<file path="src/design/hsp_pkg.sv">
// ----------------------------------------------------------------------------
// hsp_pkg
// Shared types and constants of the humidity sensor poller: channel widths,
// configuration record, sequencer phases and scaling constants.
// ----------------------------------------------------------------------------
package hsp_pkg;

  // Sizing
  parameter int TICK_COUNT_WIDTH = 24;
  parameter int RESPONSE_LENGTH  = 6;
  parameter int CFG_INDEX_WIDTH  = 3;
  parameter int CFG_DATA_WIDTH   = 24;
  parameter int WAIT_WIDTH       = 24;

  typedef logic [TICK_COUNT_WIDTH-1:0] tick_t;
  typedef logic [RESPONSE_LENGTH-1:0][7:0] resp_t;

  // Register indexes of the configuration port
  typedef enum logic [CFG_INDEX_WIDTH-1:0] {
    CFG_DEVICE_ADDRESS   = 3'd0,
    CFG_MEASURE_COMMAND  = 3'd1,
    CFG_TRIGGER_ARG_1ST  = 3'd2,
    CFG_TRIGGER_ARG_2ND  = 3'd3,
    CFG_CONVERSION_WAIT  = 3'd4,
    CFG_REPEAT_GAP       = 3'd5,
    CFG_POLL_ENABLE      = 3'd6
  } cfg_idx_e;

  typedef struct packed {
    logic [6:0]            device_address;
    logic [7:0]            measure_command;
    logic [7:0]            trigger_arg_first;
    logic [7:0]            trigger_arg_second;
    logic [WAIT_WIDTH-1:0] conversion_wait_ticks;
    logic [WAIT_WIDTH-1:0] repeat_gap_ticks;
    logic                  poll_enable;
  } hsp_cfg_t;

  // Reset values of the configuration registers
  parameter logic [6:0]            RST_DEVICE_ADDRESS  = 7'd56;
  parameter logic [7:0]            RST_MEASURE_COMMAND = 8'hAC;
  parameter logic [7:0]            RST_TRIGGER_ARG_1ST = 8'h33;
  parameter logic [7:0]            RST_TRIGGER_ARG_2ND = 8'h00;
  parameter logic [WAIT_WIDTH-1:0] RST_CONVERSION_WAIT = 24'd20000;
  parameter logic [WAIT_WIDTH-1:0] RST_REPEAT_GAP      = 24'd200000;
  parameter logic                  RST_POLL_ENABLE     = 1'b1;

  // Byte slot codes; after a transfer the slot register holds a done code
  parameter logic [2:0] SLOT_WRITE_ADDR = 3'd0;
  parameter logic [2:0] SLOT_COMMAND    = 3'd1;
  parameter logic [2:0] SLOT_ARG_1ST    = 3'd2;
  parameter logic [2:0] SLOT_LAST_ARG   = 3'd3;
  parameter logic [2:0] SLOT_READ_ADDR  = 3'd4;
  parameter logic [2:0] DONE_ERROR      = 3'd0;
  parameter logic [2:0] DONE_WRITE      = 3'd1;
  parameter logic [2:0] DONE_READ       = 3'd2;

  // Sequencer phases, one-hot
  typedef enum logic [19:0] {
    PH_START_A    = 20'h00001,
    PH_START_B    = 20'h00002,
    PH_START_C    = 20'h00004,
    PH_TX_SET     = 20'h00008,
    PH_TX_HIGH    = 20'h00010,
    PH_TX_LOW     = 20'h00020,
    PH_ACK_REL    = 20'h00040,
    PH_ACK_HIGH   = 20'h00080,
    PH_ACK_SAMPLE = 20'h00100,
    PH_RX_REL     = 20'h00200,
    PH_RX_HIGH    = 20'h00400,
    PH_RX_SAMPLE  = 20'h00800,
    PH_MACK_SET   = 20'h01000,
    PH_MACK_HIGH  = 20'h02000,
    PH_MACK_LOW   = 20'h04000,
    PH_STOP_B     = 20'h08000,
    PH_STOP_C     = 20'h10000,
    PH_STOP_D     = 20'h20000,
    PH_WAIT_CONV  = 20'h40000,
    PH_WAIT_GAP   = 20'h80000
  } phase_e;

  // Scaling
  parameter int          BUSY_BIT     = 7;
  parameter logic [6:0]  HUM_SCALE    = 7'd100;
  parameter logic [10:0] TEMP_SCALE   = 11'd2000;
  parameter logic [11:0] TEMP_OFFSET  = 12'd500;

  typedef struct packed {
    logic        busy;
    logic [6:0]  humidity;
    logic [10:0] temperature;
  } hsp_reading_t;

  typedef struct packed {
    logic               scl_release;
    logic               sda_release;
    logic [6:0]         humidity_percent;
    logic signed [11:0] temperature_tenths;
    logic               new_reading;
    logic               bus_error;
    logic               sensor_busy;
  } hsp_result_t;

endpackage

</file>
<file path="src/design/hsp_if.sv">
// ----------------------------------------------------------------------------
// hsp_if
// Valid/ready channels of the poller: tick input, result output and
// configuration write.
// ----------------------------------------------------------------------------
interface hsp_in_if;
  logic valid;
  logic ready;
  logic sda_sample;

  modport source (output valid, output sda_sample, input ready);
  modport sink   (input valid, input sda_sample, output ready);
endinterface

interface hsp_out_if;
  logic               valid;
  logic               ready;
  logic               scl_release;
  logic               sda_release;
  logic [6:0]         humidity_percent;
  logic signed [11:0] temperature_tenths;
  logic               new_reading;
  logic               bus_error;
  logic               sensor_busy;

  modport source (output valid, output scl_release, output sda_release,
                  output humidity_percent, output temperature_tenths,
                  output new_reading, output bus_error, output sensor_busy,
                  input ready);
  modport sink   (input valid, input scl_release, input sda_release,
                  input humidity_percent, input temperature_tenths,
                  input new_reading, input bus_error, input sensor_busy,
                  output ready);
endinterface

interface hsp_cfg_if;
  logic                               valid;
  logic                               ready;
  logic [hsp_pkg::CFG_INDEX_WIDTH-1:0] index;
  logic [hsp_pkg::CFG_DATA_WIDTH-1:0]  data;

  modport source (output valid, output index, output data, input ready);
  modport sink   (input valid, input index, input data, output ready);
endinterface

</file>
<file path="src/design/hsp_cfg_regs.sv">
// ----------------------------------------------------------------------------
// hsp_cfg_regs
// Configuration register file; takes one write word per cycle.
// ----------------------------------------------------------------------------
module hsp_cfg_regs (
  input  logic              clk_i,
  input  logic              rst_ni,
  hsp_cfg_if.sink           cfg_i,
  output hsp_pkg::hsp_cfg_t cfg_o
);

  hsp_pkg::hsp_cfg_t cfg_q, cfg_d;

  assign cfg_i.ready = 1'b1;
  assign cfg_o       = cfg_q;

  always_comb begin
    cfg_d = cfg_q;
    if (cfg_i.valid) begin
      unique case (hsp_pkg::cfg_idx_e'(cfg_i.index))
        hsp_pkg::CFG_DEVICE_ADDRESS:  cfg_d.device_address     = cfg_i.data[6:0];
        hsp_pkg::CFG_MEASURE_COMMAND: cfg_d.measure_command    = cfg_i.data[7:0];
        hsp_pkg::CFG_TRIGGER_ARG_1ST: cfg_d.trigger_arg_first  = cfg_i.data[7:0];
        hsp_pkg::CFG_TRIGGER_ARG_2ND: cfg_d.trigger_arg_second = cfg_i.data[7:0];
        hsp_pkg::CFG_CONVERSION_WAIT: begin
          cfg_d.conversion_wait_ticks = cfg_i.data[hsp_pkg::WAIT_WIDTH-1:0];
        end
        hsp_pkg::CFG_REPEAT_GAP: begin
          cfg_d.repeat_gap_ticks = cfg_i.data[hsp_pkg::WAIT_WIDTH-1:0];
        end
        hsp_pkg::CFG_POLL_ENABLE:     cfg_d.poll_enable        = cfg_i.data[0];
        default:                      cfg_d                    = cfg_q;
      endcase
    end
  end

  always_ff @(posedge clk_i or negedge rst_ni) begin
    if (!rst_ni) begin
      cfg_q.device_address        <= hsp_pkg::RST_DEVICE_ADDRESS;
      cfg_q.measure_command       <= hsp_pkg::RST_MEASURE_COMMAND;
      cfg_q.trigger_arg_first     <= hsp_pkg::RST_TRIGGER_ARG_1ST;
      cfg_q.trigger_arg_second    <= hsp_pkg::RST_TRIGGER_ARG_2ND;
      cfg_q.conversion_wait_ticks <= hsp_pkg::RST_CONVERSION_WAIT;
      cfg_q.repeat_gap_ticks      <= hsp_pkg::RST_REPEAT_GAP;
      cfg_q.poll_enable           <= hsp_pkg::RST_POLL_ENABLE;
    end else begin
      cfg_q <= cfg_d;
    end
  end

endmodule

</file>
<file path="src/design/hsp_scaler.sv">
// ----------------------------------------------------------------------------
// hsp_scaler
// Unpacks the six response bytes and scales the raw humidity to whole
// percent and the raw temperature to tenths of a degree above -50.0.
// ----------------------------------------------------------------------------
module hsp_scaler (
  input  hsp_pkg::resp_t       resp_i,
  output hsp_pkg::hsp_reading_t reading_o
);

  logic [19:0] hum_raw;
  logic [19:0] temp_raw;
  logic [26:0] hum_prod;
  logic [30:0] temp_prod;

  assign hum_raw  = {resp_i[1], resp_i[2], resp_i[3][7:4]};
  assign temp_raw = {resp_i[3][3:0], resp_i[4], resp_i[5]};

  // Full-scale raw value is 2^20: keep the top bits of the product
  assign hum_prod  = {7'd0, hum_raw} * {20'd0, hsp_pkg::HUM_SCALE};
  assign temp_prod = {11'd0, temp_raw} * {20'd0, hsp_pkg::TEMP_SCALE};

  assign reading_o.busy        = resp_i[0][hsp_pkg::BUSY_BIT];
  assign reading_o.humidity    = hum_prod[26:20];
  assign reading_o.temperature = temp_prod[30:20];

endmodule

</file>
<file path="src/design/hsp_sequencer.sv">
// ----------------------------------------------------------------------------
// hsp_sequencer
// Bus-phase sequencer: one phase per tick, drives the open-drain lines,
// collects the response and stores the scaled reading.
// ----------------------------------------------------------------------------
module hsp_sequencer (
  input  logic                 clk_i,
  input  logic                 rst_ni,
  input  logic                 step_i,
  input  logic                 sda_i,
  input  hsp_pkg::hsp_cfg_t    cfg_i,
  output hsp_pkg::hsp_result_t result_o
);

  hsp_pkg::phase_e      phase_q, phase_d;
  logic [3:0]           bit_cnt_q, bit_cnt_d;
  logic [2:0]           slot_q, slot_d;
  logic [7:0]           shift_q, shift_d;
  hsp_pkg::tick_t       tick_q, tick_d;
  logic [6:0]           hum_q, hum_d;
  logic [10:0]          temp_q, temp_d;
  logic                 scl_q, scl_d;
  logic                 sda_q, sda_d;
  hsp_pkg::resp_t       resp_q, resp_d;
  logic                 resp_we;
  logic [3:0]           bit_inc;
  logic [7:0]           rx_shift;
  logic                 load_en;
  logic [2:0]           load_slot;
  logic                 new_reading, bus_error, sensor_busy;
  hsp_pkg::hsp_reading_t reading;

  hsp_scaler u_scaler (
    .resp_i    (resp_q),
    .reading_o (reading)
  );

  function automatic logic [7:0] byte_for_slot(input hsp_pkg::hsp_cfg_t cfg,
                                               input logic [2:0] slot);
    logic [7:0] b;
    unique case (slot)
      hsp_pkg::SLOT_WRITE_ADDR: b = {cfg.device_address, 1'b0};
      hsp_pkg::SLOT_COMMAND:    b = cfg.measure_command;
      hsp_pkg::SLOT_ARG_1ST:    b = cfg.trigger_arg_first;
      hsp_pkg::SLOT_LAST_ARG:   b = cfg.trigger_arg_second;
      hsp_pkg::SLOT_READ_ADDR:  b = {cfg.device_address, 1'b1};
      default:                  b = 8'd0;
    endcase
    return b;
  endfunction

  assign bit_inc  = bit_cnt_q + 4'd1;
  assign rx_shift = {shift_q[6:0], sda_i};

  always_comb begin
    phase_d     = phase_q;
    bit_cnt_d   = bit_cnt_q;
    slot_d      = slot_q;
    shift_d     = shift_q;
    tick_d      = tick_q;
    hum_d       = hum_q;
    temp_d      = temp_q;
    scl_d       = scl_q;
    sda_d       = sda_q;
    resp_we     = 1'b0;
    load_en     = 1'b0;
    load_slot   = slot_q;
    new_reading = 1'b0;
    bus_error   = 1'b0;
    sensor_busy = 1'b0;

    if (!cfg_i.poll_enable) begin
      phase_d   = hsp_pkg::PH_START_A;
      bit_cnt_d = 4'd0;
      slot_d    = 3'd0;
      shift_d   = 8'd0;
      tick_d    = '0;
      scl_d     = 1'b1;
      sda_d     = 1'b1;
    end else begin
      unique case (phase_q)
        hsp_pkg::PH_START_A: begin
          scl_d   = 1'b1;
          sda_d   = 1'b1;
          phase_d = hsp_pkg::PH_START_B;
        end
        hsp_pkg::PH_START_B: begin
          sda_d   = 1'b0;
          phase_d = hsp_pkg::PH_START_C;
        end
        hsp_pkg::PH_START_C: begin
          scl_d   = 1'b0;
          load_en = 1'b1;
        end
        hsp_pkg::PH_TX_SET: begin
          scl_d   = 1'b0;
          sda_d   = shift_q[7];
          phase_d = hsp_pkg::PH_TX_HIGH;
        end
        hsp_pkg::PH_TX_HIGH: begin
          scl_d   = 1'b1;
          phase_d = hsp_pkg::PH_TX_LOW;
        end
        hsp_pkg::PH_TX_LOW: begin
          scl_d     = 1'b0;
          shift_d   = {shift_q[6:0], 1'b0};
          bit_cnt_d = bit_inc;
          phase_d   = (bit_inc >= 4'd8) ? hsp_pkg::PH_ACK_REL : hsp_pkg::PH_TX_SET;
        end
        hsp_pkg::PH_ACK_REL: begin
          sda_d   = 1'b1;
          scl_d   = 1'b0;
          phase_d = hsp_pkg::PH_ACK_HIGH;
        end
        hsp_pkg::PH_ACK_HIGH: begin
          scl_d   = 1'b1;
          phase_d = hsp_pkg::PH_ACK_SAMPLE;
        end
        hsp_pkg::PH_ACK_SAMPLE: begin
          scl_d = 1'b0;
          priority if (sda_i) begin
            // slave nack: abort with a stop
            bus_error = 1'b1;
            slot_d    = hsp_pkg::DONE_ERROR;
            phase_d   = hsp_pkg::PH_STOP_B;
          end else if (slot_q == hsp_pkg::SLOT_READ_ADDR) begin
            slot_d  = 3'd0;
            phase_d = hsp_pkg::PH_RX_REL;
          end else if (slot_q >= hsp_pkg::SLOT_LAST_ARG) begin
            slot_d  = hsp_pkg::DONE_WRITE;
            phase_d = hsp_pkg::PH_STOP_B;
          end else begin
            load_en   = 1'b1;
            load_slot = slot_q + 3'd1;
          end
        end
        hsp_pkg::PH_RX_REL: begin
          sda_d     = 1'b1;
          scl_d     = 1'b0;
          bit_cnt_d = 4'd0;
          shift_d   = 8'd0;
          phase_d   = hsp_pkg::PH_RX_HIGH;
        end
        hsp_pkg::PH_RX_HIGH: begin
          scl_d   = 1'b1;
          phase_d = hsp_pkg::PH_RX_SAMPLE;
        end
        hsp_pkg::PH_RX_SAMPLE: begin
          scl_d     = 1'b0;
          shift_d   = rx_shift;
          bit_cnt_d = bit_inc;
          if (bit_inc >= 4'd8) begin
            resp_we = (slot_q < 3'(hsp_pkg::RESPONSE_LENGTH));
            phase_d = hsp_pkg::PH_MACK_SET;
          end else begin
            phase_d = hsp_pkg::PH_RX_HIGH;
          end
        end
        hsp_pkg::PH_MACK_SET: begin
          scl_d   = 1'b0;
          // no-ack after the last byte
          sda_d   = (slot_q >= 3'(hsp_pkg::RESPONSE_LENGTH - 1));
          phase_d = hsp_pkg::PH_MACK_HIGH;
        end
        hsp_pkg::PH_MACK_HIGH: begin
          scl_d   = 1'b1;
          phase_d = hsp_pkg::PH_MACK_LOW;
        end
        hsp_pkg::PH_MACK_LOW: begin
          scl_d = 1'b0;
          if (slot_q >= 3'(hsp_pkg::RESPONSE_LENGTH - 1)) begin
            slot_d  = hsp_pkg::DONE_READ;
            phase_d = hsp_pkg::PH_STOP_B;
          end else begin
            slot_d  = slot_q + 3'd1;
            phase_d = hsp_pkg::PH_RX_REL;
          end
        end
        hsp_pkg::PH_STOP_B: begin
          sda_d   = 1'b0;
          phase_d = hsp_pkg::PH_STOP_C;
        end
        hsp_pkg::PH_STOP_C: begin
          scl_d   = 1'b1;
          phase_d = hsp_pkg::PH_STOP_D;
        end
        hsp_pkg::PH_STOP_D: begin
          sda_d = 1'b1;
          if (slot_q == hsp_pkg::DONE_WRITE) begin
            tick_d  = hsp_pkg::tick_t'(cfg_i.conversion_wait_ticks);
            phase_d = hsp_pkg::PH_WAIT_CONV;
          end else begin
            if (slot_q == hsp_pkg::DONE_READ) begin
              if (reading.busy) begin
                sensor_busy = 1'b1;
              end else begin
                hum_d       = reading.humidity;
                temp_d      = reading.temperature;
                new_reading = 1'b1;
              end
            end
            tick_d  = hsp_pkg::tick_t'(cfg_i.repeat_gap_ticks);
            phase_d = hsp_pkg::PH_WAIT_GAP;
          end
        end
        hsp_pkg::PH_WAIT_CONV, hsp_pkg::PH_WAIT_GAP: begin
          if (tick_q == '0) begin
            slot_d  = (phase_q == hsp_pkg::PH_WAIT_CONV) ? hsp_pkg::SLOT_READ_ADDR
                                                         : hsp_pkg::SLOT_WRITE_ADDR;
            phase_d = hsp_pkg::PH_START_A;
          end else begin
            tick_d = tick_q - hsp_pkg::tick_t'(1);
          end
        end
        default: begin
          phase_d   = hsp_pkg::PH_START_A;
          bit_cnt_d = 4'd0;
          slot_d    = 3'd0;
          shift_d   = 8'd0;
          tick_d    = '0;
          scl_d     = 1'b1;
          sda_d     = 1'b1;
        end
      endcase

      if (load_en) begin
        slot_d    = load_slot;
        shift_d   = byte_for_slot(cfg_i, load_slot);
        bit_cnt_d = 4'd0;
        phase_d   = hsp_pkg::PH_TX_SET;
      end
    end
  end

  always_comb begin
    resp_d = resp_q;
    if (resp_we) begin
      resp_d[slot_q] = rx_shift;
    end
  end

  assign result_o.scl_release        = scl_d;
  assign result_o.sda_release        = sda_d;
  assign result_o.humidity_percent   = hum_d;
  assign result_o.temperature_tenths = $signed({1'b0, temp_d} - hsp_pkg::TEMP_OFFSET);
  assign result_o.new_reading        = new_reading;
  assign result_o.bus_error          = bus_error;
  assign result_o.sensor_busy        = sensor_busy;

  always_ff @(posedge clk_i or negedge rst_ni) begin
    if (!rst_ni) begin
      phase_q   <= hsp_pkg::PH_START_A;
      bit_cnt_q <= 4'd0;
      slot_q    <= 3'd0;
      shift_q   <= 8'd0;
      tick_q    <= '0;
      hum_q     <= 7'd0;
      temp_q    <= 11'd0;
      scl_q     <= 1'b1;
      sda_q     <= 1'b1;
    end else if (step_i) begin
      phase_q   <= phase_d;
      bit_cnt_q <= bit_cnt_d;
      slot_q    <= slot_d;
      shift_q   <= shift_d;
      tick_q    <= tick_d;
      hum_q     <= hum_d;
      temp_q    <= temp_d;
      scl_q     <= scl_d;
      sda_q     <= sda_d;
    end
  end

  // Response bytes carry no reset: each is written before it is read
  always_ff @(posedge clk_i) begin
    if (step_i) begin
      resp_q <= resp_d;
    end
  end

endmodule

</file>
<file path="src/design/humidity_sensor_i2c_poller.sv">
// ----------------------------------------------------------------------------
// humidity_sensor_i2c_poller
// Path: an accepted tick word is held in the input register; its result word
//   is stored in the output register once the output slot is free.
// Throughput: one tick word per cycle while results are taken; the sequencer
//   advances one bus phase per tick; one new tick can wait while a result waits.
// Reset: asynchronous, active low; lines released, sequence at start of the
//   write transfer, stored reading zero, configuration at its defaults.
// ----------------------------------------------------------------------------
module humidity_sensor_i2c_poller (
  input  logic      clk_i,
  input  logic      rst_ni,
  hsp_in_if.sink    sample_i,
  hsp_out_if.source result_o,
  hsp_cfg_if.sink   cfg_i
);

  // Input register: one sampled SDA word
  logic in_valid_q, in_valid_d;
  logic in_sda_q;

  // Output register: one result word
  logic                 out_valid_q, out_valid_d;
  hsp_pkg::hsp_result_t out_q;
  hsp_pkg::hsp_result_t step_result;

  hsp_pkg::hsp_cfg_t cfg;
  logic              advance;
  logic              in_take;

  hsp_cfg_regs u_cfg_regs (
    .clk_i  (clk_i),
    .rst_ni (rst_ni),
    .cfg_i  (cfg_i),
    .cfg_o  (cfg)
  );

  // Advance the sequencer when a tick is held and the output slot is free
  // or being emptied this cycle.
  assign advance        = in_valid_q && (!out_valid_q || result_o.ready);
  assign sample_i.ready = !in_valid_q || advance;
  assign in_take        = sample_i.valid && sample_i.ready;

  hsp_sequencer u_sequencer (
    .clk_i    (clk_i),
    .rst_ni   (rst_ni),
    .step_i   (advance),
    .sda_i    (in_sda_q),
    .cfg_i    (cfg),
    .result_o (step_result)
  );

  always_comb begin
    in_valid_d = in_valid_q;
    if (in_take) begin
      in_valid_d = 1'b1;
    end else if (advance) begin
      in_valid_d = 1'b0;
    end
  end

  always_comb begin
    out_valid_d = out_valid_q;
    if (advance) begin
      out_valid_d = 1'b1;
    end else if (result_o.ready) begin
      out_valid_d = 1'b0;
    end
  end

  always_ff @(posedge clk_i or negedge rst_ni) begin
    if (!rst_ni) begin
      in_valid_q  <= 1'b0;
      out_valid_q <= 1'b0;
    end else begin
      in_valid_q  <= in_valid_d;
      out_valid_q <= out_valid_d;
    end
  end

  // Payload registers: hold the word until the next load
  always_ff @(posedge clk_i) begin
    if (in_take) begin
      in_sda_q <= sample_i.sda_sample;
    end
    if (advance) begin
      out_q <= step_result;
    end
  end

  // Drive the result channel straight from the output register
  assign result_o.valid              = out_valid_q;
  assign result_o.scl_release        = out_q.scl_release;
  assign result_o.sda_release        = out_q.sda_release;
  assign result_o.humidity_percent   = out_q.humidity_percent;
  assign result_o.temperature_tenths = out_q.temperature_tenths;
  assign result_o.new_reading        = out_q.new_reading;
  assign result_o.bus_error          = out_q.bus_error;
  assign result_o.sensor_busy        = out_q.sensor_busy;

endmodule

</file>
<file path="src/flat_wrapper.sv">
// flat-port wrapper written by rule: the top's interface ports become plain ports
module humidity_sensor_i2c_poller_flat 
  (clk_i, rst_ni, sample_i_valid, sample_i_sda_sample, sample_i_ready, result_o_valid, result_o_scl_release, result_o_sda_release, result_o_humidity_percent, result_o_temperature_tenths, result_o_new_reading, result_o_bus_error, result_o_sensor_busy, result_o_ready, cfg_i_valid, cfg_i_index, cfg_i_data, cfg_i_ready);
  hsp_in_if sample_i_i ();
  hsp_out_if result_o_i ();
  hsp_cfg_if cfg_i_i ();
  input  logic clk_i;
  input  logic rst_ni;
  input wire logic [$bits(sample_i_i.valid)-1:0] sample_i_valid;
  input wire logic [$bits(sample_i_i.sda_sample)-1:0] sample_i_sda_sample;
  output wire logic [$bits(sample_i_i.ready)-1:0] sample_i_ready;
  output wire logic [$bits(result_o_i.valid)-1:0] result_o_valid;
  output wire logic [$bits(result_o_i.scl_release)-1:0] result_o_scl_release;
  output wire logic [$bits(result_o_i.sda_release)-1:0] result_o_sda_release;
  output wire logic [$bits(result_o_i.humidity_percent)-1:0] result_o_humidity_percent;
  output wire logic [$bits(result_o_i.temperature_tenths)-1:0] result_o_temperature_tenths;
  output wire logic [$bits(result_o_i.new_reading)-1:0] result_o_new_reading;
  output wire logic [$bits(result_o_i.bus_error)-1:0] result_o_bus_error;
  output wire logic [$bits(result_o_i.sensor_busy)-1:0] result_o_sensor_busy;
  input wire logic [$bits(result_o_i.ready)-1:0] result_o_ready;
  input wire logic [$bits(cfg_i_i.valid)-1:0] cfg_i_valid;
  input wire logic [$bits(cfg_i_i.index)-1:0] cfg_i_index;
  input wire logic [$bits(cfg_i_i.data)-1:0] cfg_i_data;
  output wire logic [$bits(cfg_i_i.ready)-1:0] cfg_i_ready;
  assign sample_i_i.valid = sample_i_valid;
  assign sample_i_i.sda_sample = sample_i_sda_sample;
  assign sample_i_ready = sample_i_i.ready;
  assign result_o_valid = result_o_i.valid;
  assign result_o_scl_release = result_o_i.scl_release;
  assign result_o_sda_release = result_o_i.sda_release;
  assign result_o_humidity_percent = result_o_i.humidity_percent;
  assign result_o_temperature_tenths = result_o_i.temperature_tenths;
  assign result_o_new_reading = result_o_i.new_reading;
  assign result_o_bus_error = result_o_i.bus_error;
  assign result_o_sensor_busy = result_o_i.sensor_busy;
  assign result_o_i.ready = result_o_ready;
  assign cfg_i_i.valid = cfg_i_valid;
  assign cfg_i_i.index = cfg_i_index;
  assign cfg_i_i.data = cfg_i_data;
  assign cfg_i_ready = cfg_i_i.ready;
  humidity_sensor_i2c_poller u_core (.clk_i(clk_i), .rst_ni(rst_ni), .sample_i(sample_i_i), .result_o(result_o_i), .cfg_i(cfg_i_i));
endmodule
</file>
<file path="config.mk">
export PLATFORM = sky130hd
export DESIGN_NAME = humidity_sensor_i2c_poller_flat
export DESIGN_NICKNAME = d
export VERILOG_FILES = /design/src/design/hsp_pkg.sv /design/src/design/hsp_if.sv /design/src/design/hsp_cfg_regs.sv /design/src/design/hsp_scaler.sv /design/src/design/hsp_sequencer.sv /design/src/design/humidity_sensor_i2c_poller.sv /design/src/flat_wrapper.sv
export SDC_FILE = /design/constraint.sdc
export NUM_CORES = 1
export LEC_CHECK = 0
export BUFFER_PORTS_ARGS = -buffer_cell sky130_fd_sc_hd__buf_2
export CAP_MARGIN = 0
export CORE_ASPECT_RATIO = 1.5
export CORE_MARGIN = 4
export CORE_UTILIZATION = 35
export DETAILED_ROUTE_END_ITERATION = 10
export PLACE_DENSITY_LB_ADDON = 0.15
export SKIP_LAST_GASP = 1
export SLEW_MARGIN = 20
export SYNTH_ARGS = -nofsm -noshare
export SYNTH_HDL_FRONTEND = slang
export SYNTH_SLANG_ARGS = --single-unit
</file>
<file path="constraint.sdc">
create_clock -name clk_i -period 8.47 [get_ports clk_i]
set_input_delay 0 -clock clk_i [delete_from_list [all_inputs] [get_ports clk_i]]
set_output_delay 0 -clock clk_i [all_outputs]
set_load 0.02 [all_outputs]
</file>
# Yosys cells after proc, flatten, opt, wreduce, memory -nomap -nowiden
# Cells that the tools add are included.
# word_totals
register_bits	234
input_bits	33
out_inout_bits	27
# classes
addsub	4
mul	2
order_cmp	6
n_eq_ne	40
n_mux	68
bitwise_logic	3
reduce_logical	35
# op_table
operator	n
20-bit case mux with 19 select lines	1
20-bit two-way mux	7
24-bit two-way mux	3
24-bit case mux with 3 select lines	1
11-bit two-way mux	5
48-bit bitwise mux	1
7-bit two-way mux	6
8-bit case mux with 5 select lines	1
3-bit two-way mux	13
17-bit OR reduction	2
20-bit by 7-bit multiplier with 27-bit output (second input constant)	1
20-bit by 5-bit multiplier with 25-bit output (second input constant)	1
8-bit demux with 3-bit select	1
24-bit logical NOT	1
8-bit two-way mux	3
8-bit case mux with 3 select lines	1
24-bit by 1-bit subtractor with 24-bit output (second input constant)	1
20-bit by 1-bit equality test with 1-bit output (second input constant)	1
20-bit by 10-bit equality test with 1-bit output (second input constant)	1
20-bit by 11-bit equality test with 1-bit output (second input constant)	1
20-bit by 12-bit equality test with 1-bit output (second input constant)	1
20-bit by 13-bit equality test with 1-bit output (second input constant)	1
20-bit by 14-bit equality test with 1-bit output (second input constant)	1
20-bit by 15-bit equality test with 1-bit output (second input constant)	1
other kinds (52)	102

# Longest topological paths before layout
# logic_depth
ltp_word	10
mapped_depth	19
mapped_depth_nobuf	19

# By module
# A second synthesis with hierarchy kept.
# hier_totals
cells_unflattened	1457
hier_area_um2	16133.0
# by_module_without_submodules
module	n_inst	cells_each	area_per_inst_um2	seq_area_each_um2
hsp_sequencer	1	739	7465.9	3422.0
hsp_scaler	1	508	4730.8	0.0
hsp_cfg_regs	1	177	3081.7	2030.7
humidity_sensor_i2c_poller	1	33	854.6	800.8

# Least setup slack after synthesis
# No wires, ideal clock.
# synth_timing
kind	register to register
startpoint	register u_core.u_sequencer.resp_q[40] (netlist bit)
endpoint	register u_core.out_q (netlist bit u_core.result_o.temperature_tenths[9]) (data pin)
setup_time_ns	0.273
t_arrival_ns	5.043
required_time_ns	8.197
path_slack_ns	3.154
stages_incl_launch_ff	18
path_buffers	1
path_cell_list	edfxtp_1 -> fa_1 -> fa_1 -> inv_1 -> fa_1 -> inv_1 -> fa_1 -> ha_1 -> o21ai_0 -> a22o_1 -> a31o_2 -> or3_1 -> clkbuf_1 -> a2111oi_0 -> nor3_1 -> or2_2 -> nor3b_1 -> xnor2_1
# synth_lines
element	line_no	rtl
from (decl)	hsp_sequencer.sv:24	hsp_pkg::resp_t resp_q, resp_d;
from (signal assigned)	hsp_sequencer.sv:277	resp_q <= resp_d;
to (signal assigned)	humidity_sensor_i2c_poller.sv:87	out_q <= step_result;
to (decl)	humidity_sensor_i2c_poller.sv:24	hsp_pkg::hsp_result_t out_q;

==> summary.md <==
The run gives 7.709 nW as the leakage power. Entering global routing, the biggest net connects 95 pins. I/O pin total: 60. Each instance of the synthesized netlist takes up on average 10.72 um2. After synthesis the cells add up to 0.01521 mm2.

STA classifies the critical path endpoint as a register. After clock tree synthesis, the setup repair step added 0 buffers. Of the synthesized area, sequential elements account for 39.74%. The tree is rooted in a sky130_fd_sc_hd__clkbuf_16.

The xor/xnor share of the synthesized area came out at 1.498%. The via density per instance came out at 5.174. The worst endpoint required time is 8.76 ns, and the number of vias after detailed routing is 10800. Clock latency at the later pin of the worst-skew pair: 0.55 ns. TritonCTS built the clock tree. Walking the worst path, the cells encountered are inv_1, fa_1, fa_1, fa_1, fa_1, inv_1, ha_1, nand4_1, a31o_2, or3_1, a2111oi_0, nor3_1, nor4_1, a21oi_1, xor2_1. The floorplan has 93 rows.

The net count of the finished layout is 1745. For the number of levels the H-tree was split into, the log shows 1. Of the total synthesized cell area, the portion taken by AND, OR, NAND and NOR gates is 12.18%. Together, buffers and inverters on the worst path number 2.

The min-delay analysis places its worst path in the category in -> async. The synthesized netlist devotes 21.46% of its cell area to adder and majority cells. Leaving out fill and tap cells, the most frequent cells in the layout are sky130_fd_sc_hd__inv_1, sky130_fd_sc_hd__dfrtp_1, sky130_fd_sc_hd__ha_1, sky130_fd_sc_hd__nand2_1, sky130_fd_sc_hd__mux2_2. The first-pass GRT wire length was 60780 um; the number of buffers created by CTS was 25. In the final timing run, aggregate negative setup slack is 0 ns.

The die is 178.2 um wide. In this run the number of cells on the critical path is 15. The run gives 16.03% as the total routing usage reported by global routing.

Top cell family by delay on the critical path: adder cells. The tools report the area of the core as 0.04294 mm2. The starting density of the core was 35.41%.

The final setup violation count is 0. The flop and latch count out of synthesis works out to 227. Max-cap violations in this run came to 0. The total overflow left after global routing is 0. Counting every instance in the synthesized netlist gives 1419.

The clock period minus final worst setup slack was 5.738 ns; the routability congestion estimate from global placement was 0.8618. Before antenna repair, the detailed router went through 5 iterations. STA classifies the critical path startpoint as a register. Summing the areas of all compound-gate instances in the mapped netlist gives 11.73% of the synthesized area. The netlist uses 78 different library cells. The number of resized instances in the post-cts repair step was 0; the power density over cell area was 160.1 mW/mm2. The tools report the number of nets with antenna violations after routing as 0. Tracing the worst setup path back leads to its startpoint at u_core.u_sequencer.resp_q[34]$_DFFE_PP_. The final layout contains routed wiring with a total length of 37270 um.

In this run, the number of DRC markers left after iteration 0 of detailed routing was 418. The cell with the most instances on the worst path is sky130_fd_sc_hd__fa_1. From synthesis to final layout, the design area changed by 13.83%. The run gives 40.31% as the post-layout utilization of the core. Routed length per instance: 17.85 um.

The dominant register cell in the synthesized netlist is sky130_fd_sc_hd__dfrtp_1. The critical path ends at u_core.result_o.temperature_tenths[10]$_DFFE_PP_. After synthesis, the largest family of logic cells by area is adder cells. Leaving out fill and tap cells, the most frequent cell in the layout is sky130_fd_sc_hd__inv_1. For this design, the slowest cell found on the critical path is sky130_fd_sc_hd__fa_1. When the netlist entered floorplanning its net count stood at 1663. The tools report the largest clock skew in the final design as 0.02524 ns. The floorplan die area was 0.04691 mm2.

Classification of the worst setup path: reg -> reg. The DRC violations left was 0. By area the synthesized netlist is led by sky130_fd_sc_hd__dfrtp_1, sky130_fd_sc_hd__edfxtp_1, sky130_fd_sc_hd__fa_1, sky130_fd_sc_hd__ha_1, sky130_fd_sc_hd__mux2_2. The die is 263.3 um tall. The number of warnings printed during yosys synthesis is 0. On the worst path, the slowest cell contributes a delay of 0.55 ns.

The clock-pin transition on the worst setup and hold timing paths works out to 0.06 ns. Endpoint of the worst register-to-register path: u_core.result_o.temperature_tenths[10]$_DFFE_PP_. The run gives 0 as the number of antenna violations at the first check in global routing. The tools report the post-detailed-placement cell area as 0.01613 mm2.

The highest net fanout along the worst path came out at 6. The logs give 28030 um for the post-detailed-placement half-perimeter wirelength and 2.73 ns for the register-to-register setup slack. The run gives 3 as the largest buffer count on any clock path.

Counting flops with a built-in enable in the synthesized netlist gives 66. The slew at the pin with the worst max-slew slack was 1.045 ns; the number of global-route vias before repair was 11510. The flow ran to the end, and the final reports show no timing, DRC or antenna violations. The number of max-slew violations in the final report was 0. The async set or reset register ratio after synthesis came out at 70.93%. Data on the critical path arrives at its endpoint at 6.03 ns.

Port buffering added 58 buffers. 0 antenna diodes ended up in the layout. Maximum frequency from static timing analysis: 0.1743 GHz. In the finished design, the share of the clock period the worst path needs comes to 67.75%. VDD sags by at most 0.1401 mV. Setup repair after global routing left no endpoint under its margin. After synthesis, the share of cell area in mux cells is 7.397%. For this design, the sink count on the clock tree is 227. The logs give 0.01731 mm2 for the post-route cell area and 0 for the count of endpoints failing hold in the final timing report. Measured against its own limit, the worst slew margin works out to 29.79%. The area share of the largest cell type after synthesis came out at 22.22%. Length in cells of the worst reg-to-reg path: 15.

The worst reg2reg path startpoint is u_core.u_sequencer.resp_q[34]$_DFFE_PP_. Cells with a size suffix above 1 make up 16.67% of the layout. The library cell with the largest summed area after synthesis was sky130_fd_sc_hd__dfrtp_1.
==> report_power, final <==
group / total, mW / internal [mW] / switching, mW
logic: 0.327 / 0.145 / 0.182
registers: 1.31 / 1.25 / 0.0635
clock network: 1.13 / 0.660 / 0.471
total: 2.77 / 2.05 / 0.717
==> area by class of cell <==
type / instances / area (um2)
flip-flops and latches: 227 / 6043
well taps: 570 / 713.2
clock buffers: 29 / 671.9
multi-input cells: 955 / 8279
clock inverters: 15 / 167.7
fillers: 4147 / 25630
repair buffers: 105 / 732.0
inverters: 187 / 701.9
==> kinds of logic after synthesis <==
kind of cell | after synthesis
simple gates | 361
compound gates | 255
buf+inv | 237
flops | 227
fa+ha+maj | 211
mux | 101
xor+xnor | 26
other cells | 1
==> cell usage after synthesis, types with 4 or more instances <==
cell type,count
sky130_fd_sc_hd__inv_1,186
sky130_fd_sc_hd__dfrtp_1,135
sky130_fd_sc_hd__ha_1,128
sky130_fd_sc_hd__nand2_1,106
sky130_fd_sc_hd__mux2_2,91
sky130_fd_sc_hd__fa_1,83
sky130_fd_sc_hd__edfxtp_1,66
sky130_fd_sc_hd__o21ai_0,66
sky130_fd_sc_hd__nor2_1,61
sky130_fd_sc_hd__nor3_1,49
sky130_fd_sc_hd__clkbuf_1,44
sky130_fd_sc_hd__a21oi_1,35
sky130_fd_sc_hd__dfstp_2,26
sky130_fd_sc_hd__o2bb2ai_1,23
sky130_fd_sc_hd__a221oi_1,19
sky130_fd_sc_hd__nand3_1,19
sky130_fd_sc_hd__nor4_1,17
sky130_fd_sc_hd__xor2_1,16
sky130_fd_sc_hd__nand4_1,15
sky130_fd_sc_hd__nand2b_1,14
sky130_fd_sc_hd__o31ai_1,13
sky130_fd_sc_hd__a222oi_1,11
sky130_fd_sc_hd__and3_1,11
sky130_fd_sc_hd__or3_1,11
sky130_fd_sc_hd__a21o_1,10
sky130_fd_sc_hd__mux2i_1,10
sky130_fd_sc_hd__nor2b_1,10
sky130_fd_sc_hd__xnor2_1,10
sky130_fd_sc_hd__a22o_1,8
sky130_fd_sc_hd__a31oi_1,7
sky130_fd_sc_hd__o21a_1,7
sky130_fd_sc_hd__nor3b_1,6
sky130_fd_sc_hd__a2bb2oi_1,5
sky130_fd_sc_hd__nand3b_1,5
sky130_fd_sc_hd__o21ai_1,5
sky130_fd_sc_hd__o41ai_1,5
sky130_fd_sc_hd__or2_2,5
sky130_fd_sc_hd__or4_1,5
sky130_fd_sc_hd__a2111oi_0,4
sky130_fd_sc_hd__a211oi_1,4
sky130_fd_sc_hd__and2_1,4
sky130_fd_sc_hd__nand4b_1,4
sky130_fd_sc_hd__nor4b_1,4
==> per-stage QoR <==
stage / setup slack (ns) / hold slack [ns] / cells / power (mW)
after CTS: 2.706 / 0.1604 / 2088 / 2.810
after global placement: 2.818 / 0.1809 / 2011 / 1.645
after floorplan: 3.154 / -0.2956 / 1419 / 1.535
after detailed placement: 2.737 / 0.1844 / 2011 / 1.654
final: 2.732 / 0.1281 / 2088 / 2.771
after global routing: 2.307 / 0.1718 / 2088 / 2.906
==> routing by layer <==
layer  routed length [um]  vias to the layer above  track usage (%)
met5                    0                        -                0
met4                 1036                        0            4.671
met3                 1177                       61            1.939
met2                20720                      164            31.02
met1                14340                     5366            18.08
li1                     -                     5213                -
==> registers in the layout, indices dropped and copies added (netlist names) <==
name / cells
u_core.u_sequencer.temp_q: 11
u_core.u_cfg_regs.cfg_o: 80
u_core.u_sequencer.slot_q: 3
u_core.result_o.sda_release: 1
u_core.result_o.sensor_busy: 1
u_core.u_sequencer.tick_q: 24
u_core.u_sequencer.scl_q: 1
u_core.result_o.scl_release: 1
u_core.result_o.temperature_tenths: 12
u_core.result_o.valid: 1
u_core.u_sequencer.hum_q: 7
u_core.u_sequencer.phase_q: 20
u_core.u_sequencer.shift_q: 8
u_core.result_o.new_reading: 1
u_core.u_sequencer.sda_q: 1
u_core.u_sequencer.bit_cnt_q: 4
u_core.result_o.humidity_percent: 7
u_core.result_o.bus_error: 1
u_core.in_valid_q: 1
u_core.u_sequencer.resp_q: 41
u_core.in_sda_q: 1
==> timing repair <==
action	CTS	global route
hold buffers	33	0
setup endpoints to repair	0	0
hold endpoints to repair	164	0
==> worst min path at each step <==
| stage | end | slack (ns) | cells after the start | start |
|---|---|---|---|---|
| 3_5_place_dp | u_core.in_sda_q$_DFFE_PP_ | 0.18 | 1 | sample_i_sda_sample |
| 2_1_floorplan | u_core.in_valid_q$_DFFE_PN0P_ | -0.30 | 0 | rst_ni |
| 3_3_place_gp | u_core.u_cfg_regs.cfg_o[19]$_DFFE_PN0P_ | 0.18 | 1 | rst_ni |
| 5_1_grt | u_core.in_sda_q$_DFFE_PP_ | 0.17 | 2 | sample_i_sda_sample |
| 4_1_cts | u_core.in_sda_q$_DFFE_PP_ | 0.16 | 2 | sample_i_sda_sample |
| 6_report | u_core.u_cfg_regs.cfg_o[45]$_DFFE_PN0P_ | 0.13 | 2 | rst_ni |
(Power assumes the default switching activity.)
